## config.mk

```make
export PLATFORM = sky130hd
export DESIGN_NAME = soa_ctrl
export DESIGN_NICKNAME = d
export VERILOG_FILES = /design/src/rtl/core/soa_pkg.sv /design/src/rtl/core/soa_ctrl.sv
export SDC_FILE = /design/constraint.sdc
export NUM_CORES = 1
export LEC_CHECK = 0
export ABC_AREA = 1
export BUFFER_PORTS_ARGS = -buffer_cell sky130_fd_sc_hd__buf_2
export CAP_MARGIN = 20
export CORE_AREA = 2 2 39 41
export CTS_BUF_LIST = sky130_fd_sc_hd__clkbuf_8
export DETAILED_ROUTE_END_ITERATION = 8
export DIE_AREA = 0 0 41 43
export SLEW_MARGIN = 15
export SYNTH_ARGS = -nofsm -noshare
export SYNTH_HDL_FRONTEND = slang
export SYNTH_SLANG_ARGS = --single-unit
export TNS_END_PERCENT = 1
```

## constraint.sdc

```tcl
create_clock -name clk_i -period 1.5 [get_ports clk_i]
set_clock_uncertainty 0.2 [all_clocks]
set_input_delay 0.3 -clock clk_i [delete_from_list [all_inputs] [get_ports clk_i]]
set_output_delay 0.3 -clock clk_i [all_outputs]
set_load 0.02 [all_outputs]
```

## src/rtl/core/soa_pkg.sv

```systemverilog
// ----------------------------------------------------------------------------
// Slab allocator package
// Sizes, page record layout, status codes and controller command types.
// ----------------------------------------------------------------------------
package soa_pkg;

  localparam int NUM_PAGES    = 256;
  localparam int PAGE_BYTES   = 4096;
  localparam int HEADER_BYTES = 40;
  localparam int MIN_SHIFT    = 4;
  localparam int MAX_SHIFT    = 11;
  localparam int MAX_OBJS     = 253;

  localparam int NUM_CLASSES = MAX_SHIFT - MIN_SHIFT + 1;
  localparam int ADDR_W      = 20;
  localparam int SIZE_W      = 20;
  localparam int OFF_W       = $clog2(PAGE_BYTES);
  localparam int PAGE_W      = $clog2(NUM_PAGES);
  localparam int PTR_W       = PAGE_W + 1;
  localparam int IDX_W       = $clog2(MAX_OBJS + 1);
  localparam int CLS_W       = $clog2(NUM_CLASSES);
  localparam int LINK_DEPTH  = NUM_PAGES * MAX_OBJS;
  localparam int LINK_AW     = $clog2(LINK_DEPTH);

  typedef enum logic [2:0] {
    ST_OK        = 3'd0,
    ST_ZERO      = 3'd1,
    ST_LARGE     = 3'd2,
    ST_EXHAUSTED = 3'd3,
    ST_NOT_SLAB  = 3'd4,
    ST_NULL      = 3'd5
  } status_e;

  // per-page slab record; untouched = objects below it still hold their
  // initial chain and have no link entry written yet
  typedef struct packed {
    logic [CLS_W-1:0] cls;
    logic [IDX_W-1:0] head;
    logic [IDX_W-1:0] count;
    logic [PTR_W-1:0] next;
    logic [IDX_W-1:0] untouched;
  } rec_t;

  typedef enum logic [3:0] {
    OP_NONE,
    OP_LATCH,
    OP_DEC,
    OP_NEWSLAB,
    OP_RECRD,
    OP_RECCAP,
    OP_POP,
    OP_POPRD,
    OP_FCHK,
    OP_MAT,
    OP_PUSH,
    OP_REPORT
  } op_e;

  typedef struct packed {
    op_e op;
  } cmd_t;

  typedef struct packed {
    logic is_free;
    logic dec_err;
    logic need_new;
    logic pop_fast;
    logic free_done;
    logic free_mat;
    logic mat_more;
  } sts_t;

  function automatic logic [IDX_W-1:0] cap_of(input logic [CLS_W-1:0] cls);
    int c;
    c = (PAGE_BYTES - HEADER_BYTES) >> (MIN_SHIFT + int'(cls));
    if (c > MAX_OBJS) c = MAX_OBJS;
    return IDX_W'(c);
  endfunction

  function automatic logic [CLS_W-1:0] cls_of(input logic [SIZE_W-1:0] size);
    logic [CLS_W-1:0] c;
    c = CLS_W'(NUM_CLASSES - 1);
    for (int k = NUM_CLASSES - 1; k >= 0; k--) begin
      if (32'(size) <= (32'd1 << (MIN_SHIFT + k))) c = CLS_W'(k);
    end
    return c;
  endfunction

endpackage

```

## src/rtl/core/soa_ctrl.sv

```systemverilog
// ----------------------------------------------------------------------------
// Slab allocator controller
// Sequences decode, record access, link access and result hand-off.
// ----------------------------------------------------------------------------
module soa_ctrl import soa_pkg::*; (
  input  logic clk_i,
  input  logic rst_ni,
  input  logic in_valid_i,
  output logic in_ready_o,
  output logic out_valid_o,
  input  logic out_ready_i,
  input  sts_t sts_i,
  output cmd_t cmd_o
);

  typedef enum logic [3:0] {
    S_IDLE, S_DEC, S_NEW, S_RECRD, S_RECCAP, S_POP, S_POPRD,
    S_FCHK, S_FMAT, S_FPUSH, S_REPORT
  } state_e;

  state_e state_q;
  logic   out_valid_q;
  logic   slot_free;

  assign slot_free   = !out_valid_q || out_ready_i;
  assign in_ready_o  = (state_q == S_IDLE);
  assign out_valid_o = out_valid_q;

  always_comb begin
    cmd_o.op = OP_NONE;
    unique case (state_q)
      S_IDLE:   cmd_o.op = in_valid_i ? OP_LATCH : OP_NONE;
      S_DEC:    cmd_o.op = OP_DEC;
      S_NEW:    cmd_o.op = OP_NEWSLAB;
      S_RECRD:  cmd_o.op = OP_RECRD;
      S_RECCAP: cmd_o.op = OP_RECCAP;
      S_POP:    cmd_o.op = OP_POP;
      S_POPRD:  cmd_o.op = OP_POPRD;
      S_FCHK:   cmd_o.op = OP_FCHK;
      S_FMAT:   cmd_o.op = OP_MAT;
      S_FPUSH:  cmd_o.op = OP_PUSH;
      S_REPORT: cmd_o.op = slot_free ? OP_REPORT : OP_NONE;
      default:  cmd_o.op = OP_NONE;
    endcase
  end

  always_ff @(posedge clk_i or negedge rst_ni) begin
    if (!rst_ni) begin
      state_q     <= S_IDLE;
      out_valid_q <= 1'b0;
    end else begin
      if (out_valid_q && out_ready_i) out_valid_q <= 1'b0;
      unique case (state_q)
        S_IDLE: begin
          if (in_valid_i) state_q <= S_DEC;
        end
        S_DEC: begin
          priority if (sts_i.dec_err) state_q <= S_REPORT;
          else if (sts_i.is_free)     state_q <= S_RECRD;
          else if (sts_i.need_new)    state_q <= S_NEW;
          else                        state_q <= S_RECRD;
        end
        S_NEW:    state_q <= S_POP;
        S_RECRD:  state_q <= S_RECCAP;
        S_RECCAP: state_q <= sts_i.is_free ? S_FCHK : S_POP;
        S_POP:    state_q <= sts_i.pop_fast ? S_REPORT : S_POPRD;
        S_POPRD:  state_q <= S_REPORT;
        S_FCHK: begin
          priority if (sts_i.free_done) state_q <= S_REPORT;
          else if (sts_i.free_mat)      state_q <= S_FMAT;
          else                          state_q <= S_FPUSH;
        end
        S_FMAT: begin
          if (!sts_i.mat_more) state_q <= S_FPUSH;
        end
        S_FPUSH:  state_q <= S_REPORT;
        S_REPORT: begin
          if (slot_free) begin
            out_valid_q <= 1'b1;
            state_q     <= S_IDLE;
          end
        end
        default:  state_q <= S_IDLE;
      endcase
    end
  end

endmodule

```

**Yosys cells after proc, flatten, opt, wreduce, memory -nomap -nowiden**

Cells that the tools add are included.

- Bits in registers: 5
- Input port bits: 11
- Output and inout port bits: 6
- Word-level logic and storage cells: 38

- Equal/unequal tests: 13
- Mux-type cells: 17
- Reduce and logical (&&, ||, !) cells: 6

Operators by type and width:

| operator | count |
|---|---|
| 4-bit one-hot mux with 11 select lines | 1 |
| 4-bit one-hot mux with 10 select lines | 1 |
| 4-bit 2-to-1 mux | 6 |
| 4-bit by 3-bit == test with 1-bit output (second input constant) | 4 |
| 4-bit == test (second input constant) | 3 |
| 4-bit by 2-bit == test with 1-bit output (second input constant) | 2 |
| 1-bit 2-to-1 mux | 7 |
| 2-bit inequality test (second input constant) | 3 |
| 4-bit by 1-bit == test with 1-bit output (second input constant) | 1 |
| 4-bit logical NOT | 1 |
| 2-bit 2-to-1 mux | 2 |
| 3-bit AND reduction | 1 |
| 2-bit OR reduction | 1 |
| 1-bit logical AND | 1 |
| 1-bit logical NOT | 1 |
| 1-bit logical OR | 1 |

**Depth between registers and ports, before layout**

Gate-level depths: netlist (run 1).

- Depth after elaboration: 4
- Gate-level depth with buffers: 8
- Mapped depth without buffers: 8

**Least setup slack after synthesis (run 1)**

OpenSTA, ideal clock, no wires.

- Path type: reg2out
- Start point: register state_q[3]
- End point: output cmd_o[0] (netlist name)
- Data arrival time: 1.126 ns
- Required time: 1.000 ns
- Path slack: -0.126 ns
- Cell stages (with the launch flop): 4
- Buffers on the path: 0
- Cell sequence: dfrtp_1 -> nor2_1 -> nand2_1 -> o2111ai_1

RTL lines:

| element | line | text |
|---|---|---|
| from (decl) | soa_ctrl.sv:21 | `state_e state_q;` |
| from (signal assigned) | soa_ctrl.sv:65 | `S_RECCAP: state_q <= sts_i.is_free ? S_FCHK : S_POP;` |
| from (signal assigned) | soa_ctrl.sv:66 | `S_POP: state_q <= sts_i.pop_fast ? S_REPORT : S_POPRD;` |
| to (decl) | soa_ctrl.sv:13 | `output cmd_t cmd_o` |

==> impl_metrics.xml, run 1 <==
<?xml version="1.0" encoding="UTF-8"?>
<metrics>
  <group name="pwr">
    <metric name="power.density" unit="nW/um^2">2237</metric>
    <metric name="power_leakage" unit="nW">0.5115</metric>
    <metric name="vdd.ir_drop.worst" unit="V">0.001026</metric>
  </group>
  <group name="cells_and_area">
    <metric name="layout.cells.non_filler" unit="">139</metric>
    <metric name="final_net_count" unit="">135</metric>
    <metric name="syn_to_final_growth" unit="%">96.45</metric>
    <metric name="antenna-diode-count" unit="">0</metric>
    <metric name="utilization" unit="%">65.01</metric>
    <metric name="layout-drive-gt1-share" unit="%">59.35</metric>
  </group>
  <group name="critical_path">
    <metric name="endpoint_type_of_the_worst_setup_path" unit="">primary output</metric>
    <metric name="crit_arrival" unit="ps">1290</metric>
    <metric name="path_cells" unit="">inv_2 &gt; nand2_2 &gt; nor2_4 &gt; nand2_2 &gt; nand2_2 &gt; inv_2 &gt; nand3_2 &gt; buf_6</metric>
    <metric name="cpMostUsedCell" unit="">sky130_fd_sc_hd__nand2_2</metric>
    <metric name="regToRegSetupSlack" unit="ps">-80</metric>
    <metric name="critical_path.reg2reg.startpoint" unit="">state_q[3]</metric>
    <metric name="data_required_time_at_the_worst_endpoint" unit="ps">1000</metric>
    <metric name="slowest_stage" unit="">sky130_fd_sc_hd__dfrtp_1</metric>
    <metric name="critPathMaxStageDelay" unit="ps">420</metric>
    <metric name="timing.reg2reg.worst_path_depth" unit="">10</metric>
    <metric name="critical_path_peak_fanout" unit="">4</metric>
    <metric name="start_kind" unit="">flop</metric>
    <metric name="reg2reg_to" unit="">state_q[3]</metric>
    <metric name="path_class" unit="">flop to primary output</metric>
  </group>
  <group name="synth">
    <metric name="ys_ff_latch" unit="">5</metric>
    <metric name="yosysTopAreaCell" unit="">sky130_fd_sc_hd__dfrtp_1</metric>
    <metric name="synth_top_area_share" unit="%">27.32</metric>
    <metric name="synth.cell_area" unit="um^2">457.9</metric>
    <metric name="syn_nets" unit="">93</metric>
    <metric name="seq_area_frac_synth" unit="%">27.32</metric>
    <metric name="syn_area_per_cell" unit="um^2">5.585</metric>
    <metric name="synth_cell_types" unit="">15</metric>
    <metric name="leading_cell_types_by_total_area_after_synthesis" unit="">sky130_fd_sc_hd__dfrtp_1 (27%), sky130_fd_sc_hd__nand2_1 (20%), sky130_fd_sc_hd__nor2_1 (15%), sky130_fd_sc_hd__inv_1 (12%), sky130_fd_sc_hd__nand3_1 (5.5%)</metric>
    <metric name="warnings_synthesis" unit="">0</metric>
    <metric name="post_synth_inst_count" unit="">82</metric>
  </group>
  <group name="clock_tree">
    <metric name="clock_latency" unit="ps">220</metric>
    <metric name="cts-root-to-sink-buffers" unit="">2</metric>
    <metric name="tritoncts" unit="">yes</metric>
    <metric name="clockRootBuffer" unit="">sky130_fd_sc_hd__clkbuf_8</metric>
    <metric name="clock_buffer_count_from_cts" unit="">3</metric>
    <metric name="htree_levels" unit="">1</metric>
    <metric name="worst_setup_hold_path_clk_slew" unit="ps">40</metric>
    <metric name="count_of_clock_tree_sinks" unit="">5</metric>
  </group>
  <group name="global_routing">
    <metric name="grt_overflow_total" unit="">0</metric>
    <metric name="grt_util_met1" unit="%">23.45</metric>
    <metric name="grt_pass1_wl" unit="um">2228</metric>
    <metric name="gr-usage-met3" unit="%">1.571</metric>
    <metric name="grt_antenna_before_repair" unit="">0</metric>
    <metric name="total_routing_resource_utilization_after_global_routing" unit="%">18.25</metric>
    <metric name="grt_max_degree" unit="">6</metric>
    <metric name="vias_in_the_first_global_route" unit="">576</metric>
    <metric name="met2_usage" unit="%">31.25</metric>
    <metric name="globalRoute.busiestLayer" unit="">met2</metric>
  </group>
  <group name="outcome">
    <metric name="run_status" unit="">complete, but fails checks</metric>
    <metric name="violated_checks" unit="">setup timing</metric>
  </group>
  <group name="die">
    <metric name="area_of_the_core" unit="um^2">1384</metric>
    <metric name="design.die.area" unit="um^2">1763</metric>
    <metric name="initial_utilization" unit="%">33.09</metric>
    <metric name="die_h" unit="um">43</metric>
    <metric name="core.rowCount" unit="">14</metric>
    <metric name="ioPinCount" unit="">17</metric>
    <metric name="chipWidth" unit="um">41</metric>
  </group>
  <group name="min_path">
    <metric name="holdCritPathClass" unit="">input port to flop</metric>
    <metric name="hold_end" unit="">state_q[1]</metric>
    <metric name="hold_path_startpoint" unit="">sts_i[6]</metric>
    <metric name="min_delay_path_depth" unit="">3</metric>
  </group>
  <group name="route">
    <metric name="wl_per_cell" unit="um">10.13</metric>
    <metric name="post_drt_via_cell_ratio" unit="">4.597</metric>
    <metric name="drcViolationCount" unit="">0</metric>
    <metric name="drtPass1Iterations" unit="">4</metric>
    <metric name="antenna_violating_nets_post_route" unit="">0</metric>
    <metric name="detailedRoute.firstIterationViolations" unit="">6</metric>
    <metric name="routed-via-count" unit="">639</metric>
    <metric name="drt_wl_total" unit="um">1408</metric>
  </group>
  <group name="sta">
    <metric name="layout_worst_path_cycle_share" unit="%">119.2</metric>
    <metric name="timing_worst_slew_pin_value" unit="ps">180.6</metric>
    <metric name="min_period" unit="ps">1788</metric>
    <metric name="setup_violations" unit="">8</metric>
    <metric name="max_freq" unit="MHz">559.2</metric>
    <metric name="final.setup.worst_slack" unit="ps">-288.4</metric>
    <metric name="setup-tns-final" unit="ps">-1493</metric>
    <metric name="rsz0062_at_grt" unit="">yes</metric>
    <metric name="final-max-slew-violation-count" unit="">0</metric>
    <metric name="report.final.hold_viol_count" unit="">0</metric>
    <metric name="remaining_max_slew_budget_at_the_tightest_pin" unit="%">87.83</metric>
  </group>
  <group name="placement">
    <metric name="placed_cells" unit="">128</metric>
    <metric name="place_congestion" unit="">0.7598</metric>
    <metric name="place.port_buffers" unit="">16</metric>
    <metric name="detailed_place_hpwl" unit="um">1032</metric>
  </group>
  <group name="flow_run">
    <metric name="max_cap_violations" unit="">0</metric>
  </group>
</metrics>
[flip-flops by register name, indices dropped and copies added (netlist names)]
name,cells
state_q,4
out_valid_o,1
[cell usage after synthesis]
cell type                   count
sky130_fd_sc_hd__nor2_1        18
sky130_fd_sc_hd__nand2_1       25
sky130_fd_sc_hd__dfrtp_1        5
sky130_fd_sc_hd__nand4_1        1
sky130_fd_sc_hd__o21ai_0        1
sky130_fd_sc_hd__nand2_2        2
sky130_fd_sc_hd__o221ai_1       1
sky130_fd_sc_hd__nand3_1        5
sky130_fd_sc_hd__or2_2          1
sky130_fd_sc_hd__inv_2          2
sky130_fd_sc_hd__o21ai_1        1
sky130_fd_sc_hd__o2111ai_1      2
sky130_fd_sc_hd__a21oi_2        1
sky130_fd_sc_hd__nor2_2         2
sky130_fd_sc_hd__inv_1         15
[timing repair]
action,4_1_cts,5_1_grt
cloned,0,0
setup buffers,6,0
pin swaps,4,1
hold buffers,1,0
gates resized for setup,37,3
endpoints found under the hold margin,5,0
endpoints found under the setup margin,7,9
[per-layer routing]
metal,up-vias,routed length (um)
met5,-,0
li1,335,-
met2,15,728
met1,285,608
met4,0,29
met3,4,42
[cell type report]
type	count	area [um^2]
inverter	17	63.81
timing repair buffer	37	265.3
multi-input combinational	60	377.9
sequential	5	127.6
tap	16	20.02
fill	117	484.2
clock buffer	3	41.29
clock inverter	1	3.754
[cell families after synthesis]
| kind of cell | after synthesis | share of synthesized area, % |
|---|---|---|
| compound gates | 6 | 9.835 |
| buf+inv | 17 | 13.93 |
| flops | 5 | 27.32 |
| simple gates | 54 | 48.91 |
[worst max-delay path, delay by kind of cell (launching register included)]
family                 cells  cell delay [ps]
buffers and inverters      3              280
DFF                        1              420
and+or+nand+nor            5              370
[report_power, final]
group	total, mW	leakage [nW]	internal [mW]	switching (mW)
Clock	0.234	0.0269	0.175	0.0590
Combinational	1.49	0.423	0.707	0.780
Sequential	0.291	0.0616	0.200	0.0912
Total	2.01	0.511	1.08	0.931
[cell usage in the layout, fill, tap and decap left out, types with 2 or more instances in the layout]
cell type and count:
sky130_fd_sc_hd__nand3_1 3, sky130_fd_sc_hd__nand3_2 2, sky130_fd_sc_hd__nand2_1 17, sky130_fd_sc_hd__nor2_2 3, sky130_fd_sc_hd__buf_6 4, sky130_fd_sc_hd__o2111ai_2 2, sky130_fd_sc_hd__dfrtp_1 3, sky130_fd_sc_hd__nor2_4 7
sky130_fd_sc_hd__nand2_2 9, sky130_fd_sc_hd__buf_4 20, sky130_fd_sc_hd__dfrtp_2 2, sky130_fd_sc_hd__inv_1 13, sky130_fd_sc_hd__nor2_1 10, sky130_fd_sc_hd__clkbuf_8 3, sky130_fd_sc_hd__inv_2 5, sky130_fd_sc_hd__buf_2 12
[worst max path at each step]
stage / from / to / slack, ps / depth (start not counted)
final: state_q[0] / cmd_o[3] / -290 / 8
after global routing: state_q[0] / cmd_o[1] / -350 / 8
after CTS: state_q[2] / cmd_o[0] / -280 / 7
after detailed placement: state_q[1] / cmd_o[0] / -190 / 6
after global placement: state_q[1] / cmd_o[0] / -180 / 6
after floorplan: state_q[3] / cmd_o[0] / -20 / 3
[per-stage QoR]
step	area [um^2]	power [mW]	hold slack, ps	setup slack [ps]
after global routing	899.6	2.163	146.7	-351.7
final	899.6	2.013	129.9	-288.4
after global placement	675.6	1.315	-85.72	-182.3
after detailed placement	675.6	1.322	-82.25	-187.4
after CTS	887.1	1.956	129.2	-282.8
after floorplan	470.5	0.9014	-195.6	-16.33
No activity file was read; power rests on OpenSTA's default activity.
==> run 2, diff against run 1 <==
--- a/config.mk
+++ b/config.mk
@@ -5,13 +5,13 @@
 export SDC_FILE = /design/constraint.sdc
 export NUM_CORES = 1
 export LEC_CHECK = 0
-export ABC_AREA = 1
 export BUFFER_PORTS_ARGS = -buffer_cell sky130_fd_sc_hd__buf_2
 export CAP_MARGIN = 20
-export CORE_AREA = 2 2 39 41
+export CORE_AREA = 10 10 47 49
 export CTS_BUF_LIST = sky130_fd_sc_hd__clkbuf_8
 export DETAILED_ROUTE_END_ITERATION = 8
-export DIE_AREA = 0 0 41 43
+export DIE_AREA = 0 0 57 59
+export GPL_ROUTABILITY_DRIVEN = 0
 export SLEW_MARGIN = 15
 export SYNTH_ARGS = -nofsm -noshare
 export SYNTH_HDL_FRONTEND = slang
==> run 2 against run 1 <==
Compared with the run above:
- sequential share of layout area grew 3.1 points
- the flow still finishes with violations (setup timing)
- hold slack gained 110 ps
- critical endpoint is now cmd_o[0]
- largest power group unchanged
- power shrank 17%
==> impl_metrics.xml, run 2 <==
<?xml version="1.0" encoding="UTF-8"?>
<metrics>
  <group name="global_routing">
    <metric name="vias_in_the_first_global_route" unit="">465</metric>
    <metric name="grt_overflow_total" unit="">0</metric>
    <metric name="grt_max_degree" unit="">12</metric>
    <metric name="total_routing_resource_utilization_after_global_routing" unit="%">7.375</metric>
    <metric name="grt_antenna_before_repair" unit="">0</metric>
    <metric name="grt_pass1_wl" unit="um">2076</metric>
  </group>
  <group name="route">
    <metric name="highest-signal-layer" unit="">met3</metric>
    <metric name="routed-via-count" unit="">475</metric>
    <metric name="wl_per_cell" unit="um">12.91</metric>
    <metric name="wl_met3" unit="um">39</metric>
    <metric name="met2WireLength" unit="um">649</metric>
    <metric name="drt_wl_total" unit="um">1252</metric>
    <metric name="detailedRoute.firstIterationViolations" unit="">11</metric>
    <metric name="drtPass1Iterations" unit="">4</metric>
    <metric name="drcViolationCount" unit="">0</metric>
    <metric name="antenna_violating_nets_post_route" unit="">0</metric>
    <metric name="post_drt_via_cell_ratio" unit="">4.897</metric>
    <metric name="wl_met1" unit="um">563</metric>
  </group>
  <group name="flow_run">
    <metric name="max_cap_violations" unit="">0</metric>
  </group>
  <group name="synth">
    <metric name="synthAdderAreaFrac" unit="%">2.235</metric>
    <metric name="synthTopCellsByCount" unit="">sky130_fd_sc_hd__nor2_1 (8), sky130_fd_sc_hd__dfrtp_1 (5), sky130_fd_sc_hd__nor3_1 (4)</metric>
    <metric name="share_of_synthesized_registers_carrying_an_async_set_or_reset" unit="%">100.0</metric>
    <metric name="synth.cell_area" unit="um^2">447.9</metric>
    <metric name="syn_nets" unit="">65</metric>
    <metric name="synth.most_common_cell" unit="">sky130_fd_sc_hd__nor2_1</metric>
    <metric name="post_synth_inst_count" unit="">54</metric>
    <metric name="synth_top_area_share" unit="%">27.93</metric>
    <metric name="synth_xor_xnor_area_share" unit="%">3.911</metric>
    <metric name="seq_area_frac_synth" unit="%">27.93</metric>
    <metric name="syn_area_per_cell" unit="um^2">8.295</metric>
    <metric name="synth_top_flop_cell" unit="">sky130_fd_sc_hd__dfrtp_1</metric>
    <metric name="post_synth_and_or_nand_nor_area_fraction" unit="%">31.84</metric>
    <metric name="number_of_synthesized_flops_with_an_enable_pin" unit="">0</metric>
    <metric name="leading_cell_types_by_total_area_after_synthesis" unit="">sky130_fd_sc_hd__dfrtp_1 (28%), sky130_fd_sc_hd__nor2_1 (6.7%), sky130_fd_sc_hd__mux2i_1 (4.5%), sky130_fd_sc_hd__nor3_1 (4.5%), sky130_fd_sc_hd__nor2b_1 (4.2%)</metric>
    <metric name="synth_compound_gate_area_share" unit="%">17.88</metric>
    <metric name="post_synth_mux_area_share" unit="%">6.983</metric>
    <metric name="yosysTopAreaCell" unit="">sky130_fd_sc_hd__dfrtp_1</metric>
    <metric name="synth_top_family_by_area" unit="">simple AND/OR/NAND/NOR gates</metric>
    <metric name="warnings_synthesis" unit="">0</metric>
    <metric name="ys_ff_latch" unit="">5</metric>
    <metric name="synth_cell_types" unit="">29</metric>
  </group>
  <group name="pwr">
    <metric name="power_leakage" unit="nW">0.3451</metric>
    <metric name="p_switching" unit="mW">0.6983</metric>
    <metric name="power.share.combinational" unit="%">70.9</metric>
    <metric name="vdd.ir_drop.worst" unit="V">0.001144</metric>
    <metric name="internal_power" unit="mW">0.9647</metric>
    <metric name="power.clock.fraction" unit="%">14.0</metric>
    <metric name="seq_power_share" unit="%">15.2</metric>
    <metric name="power.density" unit="nW/um^2">2292</metric>
    <metric name="power_switching_share" unit="%">41.99</metric>
  </group>
  <group name="critical_path">
    <metric name="endpoint_type_of_the_worst_setup_path" unit="">primary output</metric>
    <metric name="critPathMaxStageDelay" unit="ps">420</metric>
    <metric name="critical_path.n_buffers_inverters" unit="">1</metric>
    <metric name="path_cells" unit="">or3_4 &gt; nor2_4 &gt; nor3_2 &gt; buf_4</metric>
    <metric name="crit_arrival" unit="ps">1290</metric>
    <metric name="slowest_stage" unit="">sky130_fd_sc_hd__or3_4</metric>
    <metric name="path_class" unit="">flop to primary output</metric>
    <metric name="data_required_time_at_the_worst_endpoint" unit="ps">1000</metric>
    <metric name="critical_path.top_delay_family" unit="">simple AND/OR/NAND/NOR gates</metric>
    <metric name="start_kind" unit="">flop</metric>
    <metric name="critical_path_peak_fanout" unit="">3</metric>
  </group>
  <group name="clock_tree">
    <metric name="tritoncts" unit="">yes</metric>
    <metric name="clock_buffer_count_from_cts" unit="">3</metric>
    <metric name="htree_levels" unit="">1</metric>
    <metric name="worst_setup_hold_path_clk_slew" unit="ps">30</metric>
    <metric name="clock_latency" unit="ps">220</metric>
    <metric name="cts-root-to-sink-buffers" unit="">2</metric>
    <metric name="count_of_clock_tree_sinks" unit="">5</metric>
    <metric name="clockRootBuffer" unit="">sky130_fd_sc_hd__clkbuf_8</metric>
  </group>
  <group name="sta">
    <metric name="report.final.hold_viol_count" unit="">0</metric>
    <metric name="min_period" unit="ps">1791</metric>
    <metric name="rsz0062_at_grt" unit="">yes</metric>
    <metric name="final.setup.worst_slack" unit="ps">-290.5</metric>
    <metric name="final-max-slew-violation-count" unit="">0</metric>
    <metric name="remaining_max_slew_budget_at_the_tightest_pin" unit="%">83.60</metric>
    <metric name="setup_violations" unit="">6</metric>
    <metric name="setup-tns-final" unit="ps">-1361</metric>
    <metric name="max_freq" unit="MHz">558.5</metric>
    <metric name="timing_worst_slew_pin_value" unit="ps">244.3</metric>
    <metric name="layout_worst_path_cycle_share" unit="%">119.4</metric>
  </group>
  <group name="cells_and_area">
    <metric name="layout-drive-gt1-share" unit="%">54.32</metric>
    <metric name="most_frequent_cells_in_the_layout" unit="">sky130_fd_sc_hd__buf_4 (15), sky130_fd_sc_hd__buf_2 (11), sky130_fd_sc_hd__nor2_1 (5), sky130_fd_sc_hd__dfrtp_1 (5)</metric>
    <metric name="layout_commonest_cell" unit="">sky130_fd_sc_hd__buf_4</metric>
    <metric name="layout.area.seq" unit="um^2">125.1</metric>
    <metric name="final_net_count" unit="">93</metric>
    <metric name="layout.cells.non_filler" unit="">97</metric>
    <metric name="number_of_flip_flops_under_the_largest_register_name" unit="">4</metric>
    <metric name="antenna-diode-count" unit="">0</metric>
    <metric name="utilization" unit="%">51.79</metric>
    <metric name="syn_to_final_growth" unit="%">62.01</metric>
    <metric name="num-fill-cells" unit="">140</metric>
    <metric name="largest_register" unit="">state_q</metric>
    <metric name="multi_input_area" unit="um^2">327.8</metric>
  </group>
  <group name="placement">
    <metric name="detailed_place_hpwl" unit="um">1003</metric>
    <metric name="placed_cells" unit="">91</metric>
    <metric name="place.port_buffers" unit="">16</metric>
  </group>
  <group name="die">
    <metric name="die_h" unit="um">59</metric>
    <metric name="area_of_the_core" unit="um^2">1401</metric>
    <metric name="design.die.area" unit="um^2">3363</metric>
    <metric name="core.rowCount" unit="">14</metric>
    <metric name="chipWidth" unit="um">57</metric>
    <metric name="ioPinCount" unit="">17</metric>
    <metric name="initial_utilization" unit="%">31.96</metric>
  </group>
  <group name="outcome">
    <metric name="run_status" unit="">complete, but fails checks</metric>
    <metric name="violated_checks" unit="">setup timing</metric>
  </group>
  <group name="min_path">
    <metric name="holdCritPathClass" unit="">input port to async pin</metric>
  </group>
</metrics>
-- run 2: cell types whose count changed after synthesis, moves of 3 or more --
cell	change
sky130_fd_sc_hd__nand3_1	-5
sky130_fd_sc_hd__inv_1	-13
sky130_fd_sc_hd__nor2b_1	+3
sky130_fd_sc_hd__nor2_1	-10
sky130_fd_sc_hd__nor3_1	+4
sky130_fd_sc_hd__buf_2	+3
sky130_fd_sc_hd__nand2_1	-24
-- run 2: area by class of cell --
| cell class | instances | share of cell area [%] |
|---|---|---|
| Inverter | 2 | 1.034 |
| Sequential cell | 5 | 17.24 |
| Clock inverter | 1 | 0.5172 |
| Multi-Input combinational cell | 41 | 45.17 |
| Clock buffer | 3 | 5.690 |
| Timing Repair Buffer | 29 | 27.59 |
| Tap cell | 16 | 2.759 |
-- run 2: worst paths after layout --
check / start / end / cells past startpoint / slack (ps)
max: state_q[3] / cmd_o[0] / 4 / -290
min: rst_ni / state_q[1] / 2 / 240
max reg2reg: state_q[3] / state_q[0] / 4 / -190
min reg2reg: state_q[3] / state_q[2] / 2 / 420
max in group asynchronous: rst_ni / state_q[3] / 2 / 740
min in group clk_i: sts_i[3] / state_q[2] / 4 / 260
-- run 2: cell families (layout without fill, tap and decap cells) --
group	Yosys count	in the layout
XOR/XNOR	2	2
adder cells (fa/ha/maj)	1	1
AO/OA/AOI/OAI	11	11
AND/OR/NAND/NOR	24	24
flip-flops	5	5
multiplexers	3	3
buffers and inverters	8	35
-- run 2: per-layer routing --
metal,track usage [%],vias to the layer above
li1,-,242
met1,9.004,223
met2,11.94,10
met3,1.931,0
met4,3.020,0
met5,0,-
-- run 2: what timing repair did --
action	in CTS	in global routing
pin swaps	1	2
buffers inserted	1	0
gates resized for setup	8	7
hold buffers	1	0
setup endpoints to repair	6	8
endpoints found under the hold margin	5	0
-- run 2: power groups by stage --
stage                     registers, mW  logic (mW)  clock network (mW)
after floorplan                   0.234       0.728                   0
after global routing              0.265        1.28               0.249
after global placement            0.251        1.02                   0
final                             0.252        1.18               0.232
after detailed placement          0.251        1.03                   0
after CTS                         0.250        1.13               0.240
-- run 2: metrics by stage --
stage | setup slack, ps | power, mW | area (um^2) | hold slack (ps)
after CTS | -303.9 | 1.618 | 694.4 | 217.7
after detailed placement | -136.9 | 1.284 | 610.6 | -86.12
final | -290.5 | 1.663 | 725.7 | 237.3
after floorplan | -93.22 | 0.9622 | 465.4 | -195.6
after global routing | -356.5 | 1.798 | 725.7 | 263.0
after global placement | -136.3 | 1.269 | 610.6 | -87.92
